### src/hw/rtl/clock_time_date_setter_core_defines.svh
// ----------------------------------------------------------------------------
// Clock time/date setter assertion macros
// Concurrent assertion helpers shared by the setter RTL.
// ----------------------------------------------------------------------------
`ifndef CLOCK_TIME_DATE_SETTER_CORE_DEFINES_SVH
`define CLOCK_TIME_DATE_SETTER_CORE_DEFINES_SVH

// Same-cycle implication, disabled while reset is asserted.
`define CTDS_ASSERT_IMPL(label, clk, rst_n, ante, cons, msg) \
  label: assert property (@(posedge clk) disable iff (!(rst_n)) (ante) |-> (cons)) \
    else $error(msg);

// Next-cycle implication, disabled while reset is asserted.
`define CTDS_ASSERT_NEXT(label, clk, rst_n, ante, cons, msg) \
  label: assert property (@(posedge clk) disable iff (!(rst_n)) (ante) |=> (cons)) \
    else $error(msg);

`endif

### src/hw/rtl/ctds_pkg.sv
// ----------------------------------------------------------------------------
// Clock time/date setter package
// Payload types, codes and calendar helpers for the setter block.
// ----------------------------------------------------------------------------
package ctds_pkg;

  localparam int unsigned HoursPerDay   = 24;
  localparam int unsigned MinutesPerHr  = 60;
  localparam int unsigned MonthsPerYear = 12;
  localparam int unsigned YearMax       = 99;

  typedef enum logic [2:0] {
    CMD_SNAP = 3'd0,
    CMD_MODE = 3'd1,
    CMD_BTN1 = 3'd2,
    CMD_BTN2 = 3'd3,
    CMD_BTN3 = 3'd4
  } cmd_e;

  typedef enum logic [1:0] {
    MODE_SHOW = 2'd0,
    MODE_TIME = 2'd1,
    MODE_DATE = 2'd2
  } mode_e;

  typedef enum logic [1:0] {
    KIND_NONE = 2'd0,
    KIND_TIME = 2'd1,
    KIND_DATE = 2'd2
  } kind_e;

  typedef struct packed {
    logic [2:0] command;
    logic [4:0] snap_hour;
    logic [5:0] snap_minute;
    logic [4:0] snap_date;
    logic [3:0] snap_month;
    logic [6:0] snap_year;
  } in_item_t;

  typedef struct packed {
    logic [1:0] write_kind;
    logic [4:0] out_hour;
    logic [5:0] out_minute;
    logic [4:0] out_date;
    logic [3:0] out_month;
    logic [6:0] out_year;
    logic [1:0] current_mode;
  } out_item_t;

  typedef struct packed {
    mode_e      mode;
    logic [4:0] hour;
    logic [5:0] minute;
    logic [4:0] date;
    logic [3:0] month;
    logic [6:0] year;
  } edit_state_t;

  // Days in a month; year zero of the two-digit range is not a leap year.
  function automatic logic [4:0] month_len(input logic [3:0] month, input logic [6:0] year);
    logic [4:0] len;
    len = 5'd31;
    case (month) inside
      4'd2: begin
        len = ((year[1:0] == 2'b00) && (year != 7'd0)) ? 5'd29 : 5'd28;
      end
      4'd4, 4'd6, 4'd9, 4'd11: begin
        len = 5'd30;
      end
      default: begin
        len = 5'd31;
      end
    endcase
    return len;
  endfunction

endpackage

### src/hw/rtl/ctds_step.sv
// ----------------------------------------------------------------------------
// Clock time/date setter step logic
// Combinational mode and edit-register update for one command.
// ----------------------------------------------------------------------------
module ctds_step (
  input  ctds_pkg::edit_state_t state_i,
  input  ctds_pkg::in_item_t    item_i,
  output ctds_pkg::edit_state_t state_o,
  output ctds_pkg::out_item_t   result_o
);

  ctds_pkg::edit_state_t nxt;
  ctds_pkg::kind_e       kind;
  logic [5:0]            hour_inc;
  logic [6:0]            minute_inc;
  logic [5:0]            date_inc;
  logic [4:0]            month_inc;
  logic [7:0]            year_inc;
  logic [4:0]            date_lim;

  assign hour_inc   = {1'b0, state_i.hour} + 6'd1;
  assign minute_inc = {1'b0, state_i.minute} + 7'd1;
  assign date_inc   = {1'b0, state_i.date} + 6'd1;
  assign month_inc  = {1'b0, state_i.month} + 5'd1;
  assign year_inc   = {1'b0, state_i.year} + 8'd1;
  assign date_lim   = ctds_pkg::month_len(state_i.month, state_i.year);

  always_comb begin
    nxt  = state_i;
    kind = ctds_pkg::KIND_NONE;
    unique case (item_i.command)
      ctds_pkg::CMD_SNAP: begin
        if (state_i.mode == ctds_pkg::MODE_SHOW) begin
          nxt.hour   = item_i.snap_hour;
          nxt.minute = item_i.snap_minute;
          nxt.date   = item_i.snap_date;
          nxt.month  = item_i.snap_month;
          nxt.year   = item_i.snap_year;
        end
      end
      ctds_pkg::CMD_MODE: begin
        unique case (state_i.mode)
          ctds_pkg::MODE_SHOW: begin
            // Out-of-range snapshot hour and minute values are cleared before the first time write.
            nxt.mode = ctds_pkg::MODE_TIME;
            if (state_i.hour >= 5'(ctds_pkg::HoursPerDay)) begin
              nxt.hour = '0;
            end
            if (state_i.minute >= 6'(ctds_pkg::MinutesPerHr)) begin
              nxt.minute = '0;
            end
            kind = ctds_pkg::KIND_TIME;
          end
          ctds_pkg::MODE_TIME: begin
            nxt.mode = ctds_pkg::MODE_DATE;
            kind     = ctds_pkg::KIND_DATE;
          end
          default: begin
            nxt.mode = ctds_pkg::MODE_SHOW;
          end
        endcase
      end
      ctds_pkg::CMD_BTN1: begin
        if (state_i.mode == ctds_pkg::MODE_TIME) begin
          nxt.hour = (hour_inc >= 6'(ctds_pkg::HoursPerDay)) ? 5'd0 : hour_inc[4:0];
          kind     = ctds_pkg::KIND_TIME;
        end else if (state_i.mode == ctds_pkg::MODE_DATE) begin
          nxt.date = (date_inc > {1'b0, date_lim}) ? 5'd1 : date_inc[4:0];
          kind     = ctds_pkg::KIND_DATE;
        end
      end
      ctds_pkg::CMD_BTN2: begin
        if (state_i.mode == ctds_pkg::MODE_TIME) begin
          nxt.minute = (minute_inc >= 7'(ctds_pkg::MinutesPerHr)) ? 6'd0 : minute_inc[5:0];
          kind       = ctds_pkg::KIND_TIME;
        end else if (state_i.mode == ctds_pkg::MODE_DATE) begin
          nxt.month = (month_inc > 5'(ctds_pkg::MonthsPerYear)) ? 4'd1 : month_inc[3:0];
          kind      = ctds_pkg::KIND_DATE;
        end
      end
      ctds_pkg::CMD_BTN3: begin
        if (state_i.mode == ctds_pkg::MODE_TIME) begin
          nxt.mode = ctds_pkg::MODE_SHOW;
        end else if (state_i.mode == ctds_pkg::MODE_DATE) begin
          nxt.year = (year_inc > 8'(ctds_pkg::YearMax)) ? 7'd0 : year_inc[6:0];
          kind     = ctds_pkg::KIND_DATE;
        end
      end
      default: begin
      end
    endcase
  end

  assign state_o = nxt;

  always_comb begin
    result_o.write_kind   = kind;
    result_o.out_hour     = nxt.hour;
    result_o.out_minute   = nxt.minute;
    result_o.out_date     = nxt.date;
    result_o.out_month    = nxt.month;
    result_o.out_year     = nxt.year;
    result_o.current_mode = nxt.mode;
  end

endmodule

### src/hw/rtl/clock_time_date_setter_core.sv
// ----------------------------------------------------------------------------
// Clock time/date setter core
// Button and snapshot driven editor for the time and date of a clock.
// ----------------------------------------------------------------------------
//   Channel | Direction | Handshake                | Payload
//   in      | input     | in_valid_i / in_ready_o  | in_data_i  (ctds_pkg::in_item_t)
//   out     | output    | out_valid_o / out_ready_i| out_data_o (ctds_pkg::out_item_t)
//
// One item per cycle while the output is not stalled; an input item passes through
// the input register and then the result register before its result is offered,
// with the mode and edit-register update between them.
// Reset puts the block in show mode with all edit registers at zero.
// A stalled result holds the result register; one more item may wait in the
// input register before in_ready_o drops.
// ----------------------------------------------------------------------------
`include "clock_time_date_setter_core_defines.svh"

module clock_time_date_setter_core (
  input  logic                clk_i,
  input  logic                rst_ni,
  input  logic                in_valid_i,
  output logic                in_ready_o,
  input  ctds_pkg::in_item_t  in_data_i,
  output logic                out_valid_o,
  input  logic                out_ready_i,
  output ctds_pkg::out_item_t out_data_o
);

  logic                  in_valid_q;
  logic                  in_valid_d;
  ctds_pkg::in_item_t    in_data_q;
  logic                  out_valid_q;
  logic                  out_valid_d;
  ctds_pkg::out_item_t   out_data_q;
  ctds_pkg::edit_state_t state_q;
  ctds_pkg::edit_state_t state_d;
  ctds_pkg::out_item_t   result;
  logic                  advance;
  logic                  in_xfer;

  // The held item moves on whenever the result register is free or draining.
  assign advance    = in_valid_q && (!out_valid_q || out_ready_i);
  assign in_ready_o = !in_valid_q || advance;
  assign in_xfer    = in_valid_i && in_ready_o;

  assign in_valid_d  = in_xfer ? 1'b1 : (advance ? 1'b0 : in_valid_q);
  assign out_valid_d = advance ? 1'b1 : (out_ready_i ? 1'b0 : out_valid_q);

  ctds_step u_step (
    .state_i  (state_q),
    .item_i   (in_data_q),
    .state_o  (state_d),
    .result_o (result)
  );

  always_ff @(posedge clk_i or negedge rst_ni) begin
    if (!rst_ni) begin
      in_valid_q  <= 1'b0;
      out_valid_q <= 1'b0;
      state_q     <= '{mode: ctds_pkg::MODE_SHOW, default: '0};
    end else begin
      in_valid_q  <= in_valid_d;
      out_valid_q <= out_valid_d;
      if (advance) begin
        state_q <= state_d;
      end
    end
  end

  always_ff @(posedge clk_i) begin
    if (in_xfer) begin
      in_data_q <= in_data_i;
    end
    if (advance) begin
      out_data_q <= result;
    end
  end

  assign out_valid_o = out_valid_q;
  assign out_data_o  = out_data_q;

  `CTDS_ASSERT_IMPL(a_time_write_mode, clk_i, rst_ni,
    out_valid_q && (out_data_q.write_kind == ctds_pkg::KIND_TIME),
    out_data_q.current_mode == ctds_pkg::MODE_TIME, "time write outside set-time mode")
  `CTDS_ASSERT_IMPL(a_date_write_mode, clk_i, rst_ni,
    out_valid_q && (out_data_q.write_kind == ctds_pkg::KIND_DATE),
    out_data_q.current_mode == ctds_pkg::MODE_DATE, "date write outside set-date mode")
  `CTDS_ASSERT_IMPL(a_time_write_range, clk_i, rst_ni,
    out_valid_q && (out_data_q.write_kind == ctds_pkg::KIND_TIME),
    (out_data_q.out_hour < 5'd24) && (out_data_q.out_minute < 6'd60), "time write out of range")
  `CTDS_ASSERT_NEXT(a_result_fills, clk_i, rst_ni,
    in_valid_q && !out_valid_q, out_valid_q, "held item did not reach the result register")
  `CTDS_ASSERT_NEXT(a_result_drains, clk_i, rst_ni,
    out_valid_q && out_ready_i && !in_valid_q, !out_valid_q, "result repeated after transfer")

endmodule
### config.mk
export PLATFORM = sky130hd
export DESIGN_NAME = clock_time_date_setter_core
export DESIGN_NICKNAME = d
export VERILOG_FILES = /design/src/hw/rtl/ctds_pkg.sv /design/src/hw/rtl/ctds_step.sv /design/src/hw/rtl/clock_time_date_setter_core.sv
export VERILOG_INCLUDE_DIRS = /design/src /design/src/hw/rtl
export SDC_FILE = /design/constraint.sdc
export NUM_CORES = 1
export LEC_CHECK = 0
export BUFFER_PORTS_ARGS = -buffer_cell sky130_fd_sc_hd__buf_2
export CORE_MARGIN = 8
export CORE_UTILIZATION = 35
export DETAILED_ROUTE_END_ITERATION = 16
export HOLD_SLACK_MARGIN = 0.15
export PLACE_DENSITY = 0.57
export SYNTH_ARGS = -nofsm -noshare
export SYNTH_HDL_FRONTEND = slang
export SYNTH_HIERARCHICAL = 1
export SYNTH_SLANG_ARGS = --single-unit
### constraint.sdc
create_clock -name clk_i -period 4.2 [get_ports clk_i]
set_input_delay 0.63 -clock clk_i [delete_from_list [all_inputs] [get_ports clk_i]]
set_output_delay 0.63 -clock clk_i [all_outputs]
set_load 0.03 [all_outputs]
==> qor.csv <==
metric;value;unit
hold_viol;0;
arrival;3440;ps
cts_root_buf;clkbuf_16;
end_kind;register;
worst_pin_slew;971;ps
max-slew-margin-rel;35.1;%
clock_latency;360;ps
startpoint;state_q[3]$_DFFE_PN0P_;
gr-usage-met1;17.0;%
crit_path_max_fanout;11;
rsz0062_at_grt;no;
multi_input_area;2230;um^2
post_drt_via_cell_ratio;5.52;
synth_ff_type;edfxtp_1;
syn_nets;509;
synth-seq-area-share;49.2;%
tritoncts;built;
r2r_setup_slack;1010;ps
layout_min_cycle_time;3190;ps
clock_skew;7.68;ps
grt.overflow.total;0;
port-buffer-count;66;
leakage;2.31;nW
grt_max_degree;32;
yosys_warnings;6;
path_class;reg -> reg;
final_common_cell;buf_2;
vias;3751;
drtIter0Drc;343;
fin_crit_sh;76.0;%
synth_seq_cells;92;
ant_nets;0;
dieArea;19400;um^2
cts_setup_buffers;0;
area_growth_syn_to_layout;9.22;%
core_area;15000;um^2
setup_viol;0;
syn_inst;462;
grt_pass1_wl;20100;um
nets;534;
startpoint_type;register;
synth_edf_count;61;
drcViolationCount;0;
drive_above_1_share;27.0;%
die_h;139;um
path_clk_slew;70;ps
hpwl;8420;um
wl;12500;um
hold_buffers;0;
io_pins;67;
hold_ws;366;ps
grt_pass1_vias;3671;
post-route-util;38.5;%
post_cts_resized;0;
register_area;2610;um^2
cts_max_path_buffers;2;
finalWeightedCongestion;0.849;
pwr_density_cell;657;nW/um^2
min_path_type;in -> async;
r2r-start;state_q[3]$_DFFE_PN0P_;
outcome;finished clean;
synthArstFlopShare;33.7;%
finalNonFillerCells;680;
grt_use_total;13.1;%
met2_usage;20.2;%
start_util;35.3;%
cts_max_level;3;
cts-buffers-inserted;9;
wl_per_cell;18.5;um
nFillCells;1437;
drv_slew;0;
avgSynthCellArea;11.5;um^2
dp_cells;664;
fmax;313;MHz
grt_antenna_before_repair;0;
netlist-cell-type-count;74;
dr.pass1.iters;8;
mostFrequentLayoutCells;66 x buf_2, 61 x edfxtp_1, 40 x nand2_1, 31 x dfrtp_1, 29 x mux2_4;
maxCapViolations;0;
met3_usage;2.75;%
dieWidth;139;um
required;4440;ps
rows;45;
antennaDiodeCount;0;
irDropWorstVdd;198;uV
ff2ff_path_depth;12;
grt.busiest_layer;met2;
tns;0;ps
syn_area;5310;um^2
cts_sinks;92;
crit_end;state_q[13]$_DFFE_PN0P_;
r2r_end;state_q[13]$_DFFE_PN0P_;
==> worst max-delay path, cell delays in order, from the launching register on <==
cell and delay, ps:
dfrtp_1 490, or3_2 510, o31ai_1 310, nand2_1 100, nand2_1 60, o21ai_0 70
ha_1 280, nand2_1 60, o2111ai_1 150, o221ai_2 340, o22ai_1 130, a221o_1 320
mux2_4 260
==> worst min-delay path by stage <==
stage	startpoint	depth (start not counted)	to	slack, ps
2_1_floorplan	rst_ni	0	in_valid_q$_DFFE_PN0P_	330
3_3_place_gp	in_valid_q$_DFFE_PN0P_	1	out_valid_o$_DFFE_PN0P_	490
3_5_place_dp	in_valid_q$_DFFE_PN0P_	1	out_valid_o$_DFFE_PN0P_	500
4_1_cts	rst_ni	1	state_q[22]$_DFFE_PN0P_	420
5_1_grt	in_data_i[1]	1	in_data_q[1]$_DFFE_PP_	430
6_report	rst_ni	1	state_q[19]$_DFFE_PN0P_	370
==> metal layers <==
layer  up-vias  share of wire (%)  wire length [um]
li1       1770                  -                 -
met1      1852                 47              5880
met2       111                 46              5780
met3        18                4.6               583
met4         0                2.4               305
met5         -                  0                 0
==> per-stage QoR <==
stage / total power, mW / setup slack, ps / cell area, um^2
after floorplan: 2.85 / 1220 / 5310
after global routing: 4.03 / 810 / 5790
after CTS: 3.82 / 1010 / 5790
final: 3.80 / 1010 / 5790
after global placement: 2.95 / 1070 / 5500
after detailed placement: 2.97 / 1020 / 5500
==> kinds of logic after synthesis <==
group,count (synthesis),synth area share [%]
fa+ha+maj,13,3.07
mux,30,8.42
compound gates,120,16.9
flops,92,49.2
xor+xnor,5,0.825
buf+inv,73,8.84
simple gates,129,12.8
==> sequential cells by signal, summed over array words and instances, names as in the netlist <==
| name | count |
|---|---|
| in_data_q | 30 |
| state_q | 29 |
| out_data_o | 31 |
| in_valid_q | 1 |
| out_valid_o | 1 |
==> final cells by class <==
class | instances | share of cell area (%)
clock inverter | 7 | 1.27
inverter | 17 | 1.10
multi-input combinational | 297 | 38.5
tap | 188 | 4.06
sequential | 92 | 45.0
clock buffer | 9 | 3.89
timing repair buffer | 70 | 6.22
==> synthesized netlist by cell type (7+ instances only) <==
cell,count,share of area (%)
edfxtp_1,61,35
nand2_1,40,2.8
buf_4,34,4.8
dfrtp_1,31,15
mux2_4,29,8.2
o21ai_0,24,2.3
nor2_1,20,1.4
inv_1,17,1.2
a21oi_1,16,1.5
nand3_1,16,1.5
ha_1,13,3.1
clkbuf_1,8,0.57
nor3_1,7,0.66
==> power by group <==
part,internal [mW],switching (mW)
registers,1.24,0.365
logic,0.626,0.744
clock network,0.464,0.365
Note: power is estimated with default switching activity, not from simulation.
